`config.mk`:
```
export PLATFORM = sky130hd
export DESIGN_NAME = sha256_byte_stream_hasher
export DESIGN_NICKNAME = d
export VERILOG_FILES = /design/src/design/sbsh_pkg.sv /design/src/design/sha256_byte_stream_hasher.sv
export SDC_FILE = /design/constraint.sdc
export NUM_CORES = 2
export LEC_CHECK = 0
export ABC_CLOCK_PERIOD_IN_PS = 15800
export BUFFER_PORTS_ARGS = -buffer_cell sky130_fd_sc_hd__buf_2
export CAP_MARGIN = 10
export CELL_PAD_IN_SITES_DETAIL_PLACEMENT = 0
export CELL_PAD_IN_SITES_GLOBAL_PLACEMENT = 1
export CORE_MARGIN = 2
export CORE_UTILIZATION = 53
export CTS_CLUSTER_SIZE = 30
export DETAILED_ROUTE_END_ITERATION = 16
export HOLD_SLACK_MARGIN = 0.03
export PLACE_DENSITY_LB_ADDON = 0.1
export SETUP_SLACK_MARGIN = 0.1
export SLEW_MARGIN = 20
export SYNTH_ARGS = -nofsm -noshare
export SYNTH_HDL_FRONTEND = slang
export SYNTH_SLANG_ARGS = --single-unit
```
`constraint.sdc`:
```
create_clock -name aclk -period 15.8 [get_ports aclk]
set_input_delay 4.74 -clock aclk [delete_from_list [all_inputs] [get_ports aclk]]
set_output_delay 4.74 -clock aclk [all_outputs]
set_load 0.02 [all_outputs]
```
`src/design/sbsh_pkg.sv`:
```
`timescale 1ns / 1ps
`default_nettype none
// ----------------------------------------------------------------------------
// SHA-256 byte stream hasher package
// Word type, round constants, initial hash value and the SHA-256 mixing
// functions shared by the hasher.
// ----------------------------------------------------------------------------
package sbsh_pkg;

    localparam int WORD_W  = 32;
    localparam int COUNT_W = 61;
    localparam int ROUNDS  = 64;
    localparam int SCHED_N = 16;
    localparam int HASH_N  = 8;

    typedef logic [WORD_W-1:0]  word_t;
    typedef logic [COUNT_W-1:0] count_t;

    localparam count_t COUNT_MAX = '1;
    localparam logic [7:0] PAD_BYTE = 8'h80;

    localparam word_t K_TABLE [ROUNDS] = '{
        32'h428A2F98, 32'h71374491, 32'hB5C0FBCF, 32'hE9B5DBA5,
        32'h3956C25B, 32'h59F111F1, 32'h923F82A4, 32'hAB1C5ED5,
        32'hD807AA98, 32'h12835B01, 32'h243185BE, 32'h550C7DC3,
        32'h72BE5D74, 32'h80DEB1FE, 32'h9BDC06A7, 32'hC19BF174,
        32'hE49B69C1, 32'hEFBE4786, 32'h0FC19DC6, 32'h240CA1CC,
        32'h2DE92C6F, 32'h4A7484AA, 32'h5CB0A9DC, 32'h76F988DA,
        32'h983E5152, 32'hA831C66D, 32'hB00327C8, 32'hBF597FC7,
        32'hC6E00BF3, 32'hD5A79147, 32'h06CA6351, 32'h14292967,
        32'h27B70A85, 32'h2E1B2138, 32'h4D2C6DFC, 32'h53380D13,
        32'h650A7354, 32'h766A0ABB, 32'h81C2C92E, 32'h92722C85,
        32'hA2BFE8A1, 32'hA81A664B, 32'hC24B8B70, 32'hC76C51A3,
        32'hD192E819, 32'hD6990624, 32'hF40E3585, 32'h106AA070,
        32'h19A4C116, 32'h1E376C08, 32'h2748774C, 32'h34B0BCB5,
        32'h391C0CB3, 32'h4ED8AA4A, 32'h5B9CCA4F, 32'h682E6FF3,
        32'h748F82EE, 32'h78A5636F, 32'h84C87814, 32'h8CC70208,
        32'h90BEFFFA, 32'hA4506CEB, 32'hBEF9A3F7, 32'hC67178F2
    };

    localparam word_t IV_TABLE [HASH_N] = '{
        32'h6A09E667, 32'hBB67AE85, 32'h3C6EF372, 32'hA54FF53A,
        32'h510E527F, 32'h9B05688C, 32'h1F83D9AB, 32'h5BE0CD19
    };

    function automatic word_t big_sig0(input word_t x);
        return {x[1:0], x[31:2]} ^ {x[12:0], x[31:13]} ^ {x[21:0], x[31:22]};
    endfunction

    function automatic word_t big_sig1(input word_t x);
        return {x[5:0], x[31:6]} ^ {x[10:0], x[31:11]} ^ {x[24:0], x[31:25]};
    endfunction

    function automatic word_t small_sig0(input word_t x);
        return {x[6:0], x[31:7]} ^ {x[17:0], x[31:18]} ^ {3'b000, x[31:3]};
    endfunction

    function automatic word_t small_sig1(input word_t x);
        return {x[16:0], x[31:17]} ^ {x[18:0], x[31:19]} ^ {10'b0, x[31:10]};
    endfunction

endpackage

`default_nettype wire

```
`src/design/sha256_byte_stream_hasher.sv`:
```
`timescale 1ns / 1ps
`default_nettype none
// ----------------------------------------------------------------------------
// SHA-256 byte stream hasher
// Absorbs one message byte per word, runs one compression round per cycle,
// pads on end of message and returns the digest as eight 32-bit words.
// ----------------------------------------------------------------------------
// Every 64th byte starts a compression of the block: 64 rounds through the
// single round unit, then a fold of the result into the chaining value, during
// which s_ready is low. An end-of-message word starts padding: one pad byte
// per cycle outside compressions, through the same byte path (up to 64, or 72
// when the length no longer fits the current block), each full block
// compressed as above, then the eight digest words are offered on m_*, one per
// cycle while m_ready is high. The hasher returns to its initial state after
// the eighth word is taken.
module sha256_byte_stream_hasher
    import sbsh_pkg::*;
(
    input  wire logic        aclk,
    input  wire logic        aresetn,
    input  wire logic        s_valid,
    output logic             s_ready,
    input  wire logic [7:0]  s_data_byte,
    input  wire logic        s_has_byte,
    input  wire logic        s_end_of_message,
    output logic             m_valid,
    input  wire logic        m_ready,
    output logic [31:0]      m_digest_word,
    output logic [2:0]       m_word_index,
    output logic             m_last_word,
    output logic             m_too_long
);

    localparam logic [2:0] ST_IDLE  = 3'd0;
    localparam logic [2:0] ST_PAD   = 3'd1;
    localparam logic [2:0] ST_ROUND = 3'd2;
    localparam logic [2:0] ST_FOLD  = 3'd3;
    localparam logic [2:0] ST_OUT   = 3'd4;

    logic [2:0] state_reg, state_next;
    logic [2:0] ret_reg, ret_next;
    count_t     count_reg, count_next;
    logic       ovf_reg, ovf_next;
    logic [5:0] pos_reg, pos_next;
    logic       pad_first_reg, pad_first_next;
    logic       len_ok_reg, len_ok_next;
    logic [5:0] rnd_reg, rnd_next;
    logic [2:0] oidx_reg, oidx_next;
    word_t      chain_reg [HASH_N];
    word_t      chain_next [HASH_N];

    logic [23:0] acc_reg, acc_next;
    word_t       sched_reg [SCHED_N];
    word_t       sched_next [SCHED_N];
    word_t       var_reg [HASH_N];
    word_t       var_next [HASH_N];

    logic        push_en;
    logic [7:0]  push_byte;
    logic [63:0] len_bits;
    logic [7:0]  len_byte;
    logic        len_phase;
    word_t       w_new, t1, t2;

    assign len_bits = {count_reg, 3'b000};
    assign len_byte = len_bits[{~pos_reg[2:0], 3'b000} +: 8];
    assign len_phase = len_ok_reg && (pos_reg[5:3] == 3'b111);

    // round unit
    always_comb begin
        w_new = small_sig1(sched_reg[14]) + sched_reg[9] + small_sig0(sched_reg[1])
              + sched_reg[0];
        t1 = var_reg[7] + big_sig1(var_reg[4])
           + ((var_reg[4] & var_reg[5]) ^ (~var_reg[4] & var_reg[6]))
           + K_TABLE[rnd_reg] + sched_reg[0];
        t2 = big_sig0(var_reg[0])
           + ((var_reg[0] & var_reg[1]) ^ (var_reg[0] & var_reg[2])
              ^ (var_reg[1] & var_reg[2]));
    end

    always_comb begin
        state_next     = state_reg;
        ret_next       = ret_reg;
        count_next     = count_reg;
        ovf_next       = ovf_reg;
        pos_next       = pos_reg;
        pad_first_next = pad_first_reg;
        len_ok_next    = len_ok_reg;
        rnd_next       = rnd_reg;
        oidx_next      = oidx_reg;
        acc_next       = acc_reg;
        chain_next     = chain_reg;
        sched_next     = sched_reg;
        var_next       = var_reg;
        push_en        = 1'b0;
        push_byte      = 8'h00;
        s_ready        = 1'b0;
        m_valid        = 1'b0;

        unique case (state_reg)
            ST_IDLE: begin
                s_ready = 1'b1;
                if (s_valid) begin
                    if (s_has_byte) begin
                        if (count_reg == COUNT_MAX) begin
                            ovf_next = 1'b1;
                        end else begin
                            push_en    = 1'b1;
                            push_byte  = s_data_byte;
                            count_next = count_reg + count_t'(1);
                        end
                    end
                    if (push_en && pos_reg == 6'd63) begin
                        state_next = ST_ROUND;
                        ret_next   = s_end_of_message ? ST_PAD : ST_IDLE;
                    end else if (s_end_of_message) begin
                        state_next = ST_PAD;
                    end
                end
            end
            ST_PAD: begin
                push_en = 1'b1;
                if (pad_first_reg) begin
                    push_byte      = PAD_BYTE;
                    pad_first_next = 1'b0;
                    if (pos_reg[5:3] != 3'b111) begin
                        len_ok_next = 1'b1;
                    end
                end else if (len_phase) begin
                    push_byte = len_byte;
                end else begin
                    push_byte = 8'h00;
                end
                if (pos_reg == 6'd63) begin
                    state_next = ST_ROUND;
                    // length bytes end the final block; otherwise it goes in the next one
                    ret_next    = (!pad_first_reg && len_phase) ? ST_OUT : ST_PAD;
                    len_ok_next = 1'b1;
                end
            end
            ST_ROUND: begin
                for (int i = 0; i < SCHED_N - 1; i++) begin
                    sched_next[i] = sched_reg[i+1];
                end
                sched_next[SCHED_N-1] = w_new;
                var_next[7] = var_reg[6];
                var_next[6] = var_reg[5];
                var_next[5] = var_reg[4];
                var_next[4] = var_reg[3] + t1;
                var_next[3] = var_reg[2];
                var_next[2] = var_reg[1];
                var_next[1] = var_reg[0];
                var_next[0] = t1 + t2;
                rnd_next    = rnd_reg + 6'd1;
                if (rnd_reg == 6'd63) begin
                    state_next = ST_FOLD;
                end
            end
            ST_FOLD: begin
                for (int i = 0; i < HASH_N; i++) begin
                    chain_next[i] = chain_reg[i] + var_reg[i];
                end
                state_next = ret_reg;
            end
            ST_OUT: begin
                m_valid = 1'b1;
                if (m_ready) begin
                    oidx_next = oidx_reg + 3'd1;
                    if (oidx_reg == 3'd7) begin
                        chain_next     = IV_TABLE;
                        count_next     = '0;
                        ovf_next       = 1'b0;
                        pos_next       = '0;
                        pad_first_next = 1'b1;
                        len_ok_next    = 1'b0;
                        state_next     = ST_IDLE;
                    end
                end
            end
            default: begin
                state_next = ST_IDLE;
            end
        endcase

        // byte path: pack big-endian, shift each full word into the schedule line
        if (push_en) begin
            acc_next = {acc_reg[15:0], push_byte};
            pos_next = pos_reg + 6'd1;
            if (pos_reg[1:0] == 2'b11) begin
                for (int i = 0; i < SCHED_N - 1; i++) begin
                    sched_next[i] = sched_reg[i+1];
                end
                sched_next[SCHED_N-1] = {acc_reg, push_byte};
            end
            if (pos_reg == 6'd63) begin
                var_next = chain_reg;
                rnd_next = '0;
            end
        end
    end

    always_ff @(posedge aclk) begin
        if (!aresetn) begin
            state_reg     <= ST_IDLE;
            ret_reg       <= ST_IDLE;
            count_reg     <= '0;
            ovf_reg       <= 1'b0;
            pos_reg       <= '0;
            pad_first_reg <= 1'b1;
            len_ok_reg    <= 1'b0;
            rnd_reg       <= '0;
            oidx_reg      <= '0;
            chain_reg     <= IV_TABLE;
        end else begin
            state_reg     <= state_next;
            ret_reg       <= ret_next;
            count_reg     <= count_next;
            ovf_reg       <= ovf_next;
            pos_reg       <= pos_next;
            pad_first_reg <= pad_first_next;
            len_ok_reg    <= len_ok_next;
            rnd_reg       <= rnd_next;
            oidx_reg      <= oidx_next;
            chain_reg     <= chain_next;
        end
    end

    always_ff @(posedge aclk) begin
        acc_reg   <= acc_next;
        sched_reg <= sched_next;
        var_reg   <= var_next;
    end

    assign m_digest_word = chain_reg[oidx_reg];
    assign m_word_index  = oidx_reg;
    assign m_last_word   = (oidx_reg == 3'd7);
    assign m_too_long    = ovf_reg;

endmodule

`default_nettype wire
```
==> run metrics <==
switching power of the nets=approximately 0.0017 W; largest net degree at the start of global routing=about 250; routed vias/inst=5.84; DR iter-0 viols=5965; clock root buffer=clkbuf_16; critical path's top delay family=compound AO/OA/AOI/OAI gates; Relative slew margins=19.5%; Crit path largest cell delay=0.76 ns; CP required=16.42 ns; critical path startpoint category=register; CTS Hold Buffers Added=0; die area=0.135 mm^2; Max-cap violations=0; total power=0.00657 W; WHS Endpoint=sched_reg[113]; most frequent cells in the layout=2104 x nand2_1, 1101 x dfxtp_1, 688 x nor2_1, 519 x a21oi_1, 507 x o21ai_0; H-tree levels=4; Buf+Inv Stages, Crit Path=5; Die X-Extent=368 um; Synth top area share=31.6%; Primary FF master, synth=dfxtp_1; number of synthesized flops with an enable pin=24; Layout Area Growth over Synthesis=7.61%; cts bufs inserted=between 100 and 150; Period minus WS final=approximately 9.5 ns; worst slew pin tran=1.21 ns; yosys warns=0; post-synth net total=9485; Int Power=0.00487 W; Hold WS=0.424 ns; share of layout cells above drive strength 1=under 10%; Nets=9233; total grt overflow=0; number of global-route vias before repair=57600; Static Leakage=approximately 33 nW; kind of critical path=register to register; row count=133; Final Max Tran Viols=0; most common cell after layout, fill and taps aside=nand2_1; Synth Instances=8875; PortBufs=52; worst skew pair latency=0.78 ns; routed len/inst=22.1 um; Syn Std Cell Area=0.0702 mm^2; Layout Utilization=57.5%; Max Freq=around 110 MHz; Max clock buf depth=3; Synth async-reset ratio=0%; final WL=232 mm; Final Hold Fails=0; Max VDD drop=0.0855 mV; CP endpoint kind=register; Initial Util=53.4%; die height=368 um; outcome=finished, final reports clean; min-delay src=sched_reg[81]; Syn Area/Cell=7.91 um^2; Reg-to-Reg Start=rnd_reg[3]; total track usage=between 30 and 40%; detailed placement HPWL=169 mm; R2R Path End=var_reg[252]; Worst Hold Depth=2; R2R depth=32; Top cell by count, worst path=o21ai_0; final setup fails=0; drt first pass iters=8; distinct cell type count after synthesis=91; core region area=0.131 mm^2; critical path fanouts, max=between 60 and 70; setup TNS=0 ns; largest cells by area after synthesis=dfxtp_1 32%, nand2_1 11%, ha_1 7.1%; Yosys reg bits=1132; DRC=0; clk sink count=1132; antenna viol nets, final=0; sw frac=26.0%; CP arrival=10.10 ns; detailed-route via count=between 60000 and 70000; Post CTS Setup Buffer Count=0; Post-CTS Resized=0; CTS tree=done; GPL Wtd Cong=0.971; Critical-path top delay cell=nor2_1; Comb power frac=under 10%; period utilization=between 50% and 60%; Clock Pin Slew Worst Setup and Hold Paths=approximately 0.06 ns; Layout Cells excl Fill=approximately 10000; R2R Setup Slk=6.32 ns; cell count after placement=between 10000 and 15000; n_diodes=0; sequential-to-total area share from yosys stat=32.6%; Setup Skew=0.0476 ns; pwr/cell area=approximately 87 mW/mm^2; Hold/Removal Path Class=register to register; antenna violations before repair=6; max reg flops=512; IO Count=53; unrepaired setup endpoints after global routing=no; Yosys top cell by area=dfxtp_1; Seq pwr share=approximately 46%; Clk pwr share=around 47%; first-pass GRT wire length=350 mm
==> final cells by class <==
cell class | instances | area, um^2
clock buffer | 190 | 3790
fill | 12200 | 55900
inverter | 500 | 1880
sequential | 1132 | 22900
timing repair buffer | 138 | 971
tap | 1755 | 2200
clock inverter | 47 | 562
multi-input combinational | 6719 | 43200
==> power groups by stage <==
stage	clock, W	sequential (W)	combinational (W)
2_1_floorplan	0	0.00300	0.000380
3_3_place_gp	0	0.00307	0.000483
3_5_place_dp	0	0.00307	0.000487
4_1_cts	0.00312	0.00301	0.000492
5_1_grt	0.00323	0.00301	0.000544
6_report	0.00307	0.00301	0.000496
==> synthesized netlist by cell type, types with 66 or more instances <==
master and instances:
nand2_1 2110, dfxtp_1 1108, nor2_1 691, a21oi_1 519, o21ai_0 507, inv_1 495, ha_1 399, clkbuf_1 352
xnor2_1 338, xor2_1 273, a31oi_1 255, a21o_1 205, fa_1 197, buf_2 127, nand3_1 118, nor3_1 108
mux4_2 86, nand2b_1 67, o21a_1 66
==> routing by layer <==
| metal | GRT usage [%] | up-vias | wire length [um] |
|---|---|---|---|
| met4 | 15.4 | 4 | 11700 |
| met3 | 4.91 | 470 | 16200 |
| met2 | 54.0 | 2211 | 106000 |
| met5 | 0 | - | 23 |
| met1 | 44.4 | 29100 | 97600 |
| li1 | - | 29400 | - |
==> worst max path at each step <==
stage / to / slack, ns / from / cells after the start
after floorplan: var_reg[255] / 7.99 / rnd_reg[2] / 39
after global placement: var_reg[252] / 6.57 / rnd_reg[3] / 32
after detailed placement: var_reg[252] / 6.46 / rnd_reg[1] / 34
after CTS: var_reg[252] / 6.44 / rnd_reg[1] / 34
after global routing: var_reg[252] / 5.62 / rnd_reg[1] / 34
final: var_reg[252] / 6.32 / rnd_reg[3] / 32
==> cells by family (layout without fill, tap and decap cells) <==
group           after synthesis  count (layout)  synth area share (%)
compound gates             1986            1986                  17.4
xor+xnor                    611             611                  7.62
fa+ha+maj                   599             599                  12.8
buf+inv                    1024             875                  5.91
flops                      1132            1132                  32.6
mux                         164             164                  3.98
simple gates               3359            3359                  19.7
==> worst register-to-register path: cells and delay by family, from the launching register on <==
family	cells	cell delay, ns
and+or+nand+nor	6	1.45
AOI/OAI and AO/OA	15	3.97
adders and majority gates	5	1.76
xor gates and xnor gates	1	0.42
DFF	1	0.74
buffers and inverters	5	0.98
==> per-stage QoR <==
step | setup WS [ns] | instance area (um^2)
finish | 6.32 | 75500
global route | 5.62 | 75500
CTS | 6.44 | 75500
detailed placement | 6.46 | 71200
global placement | 6.57 | 71200
floorplan | 7.99 | 70200
Power figures use the tool's default switching activity.
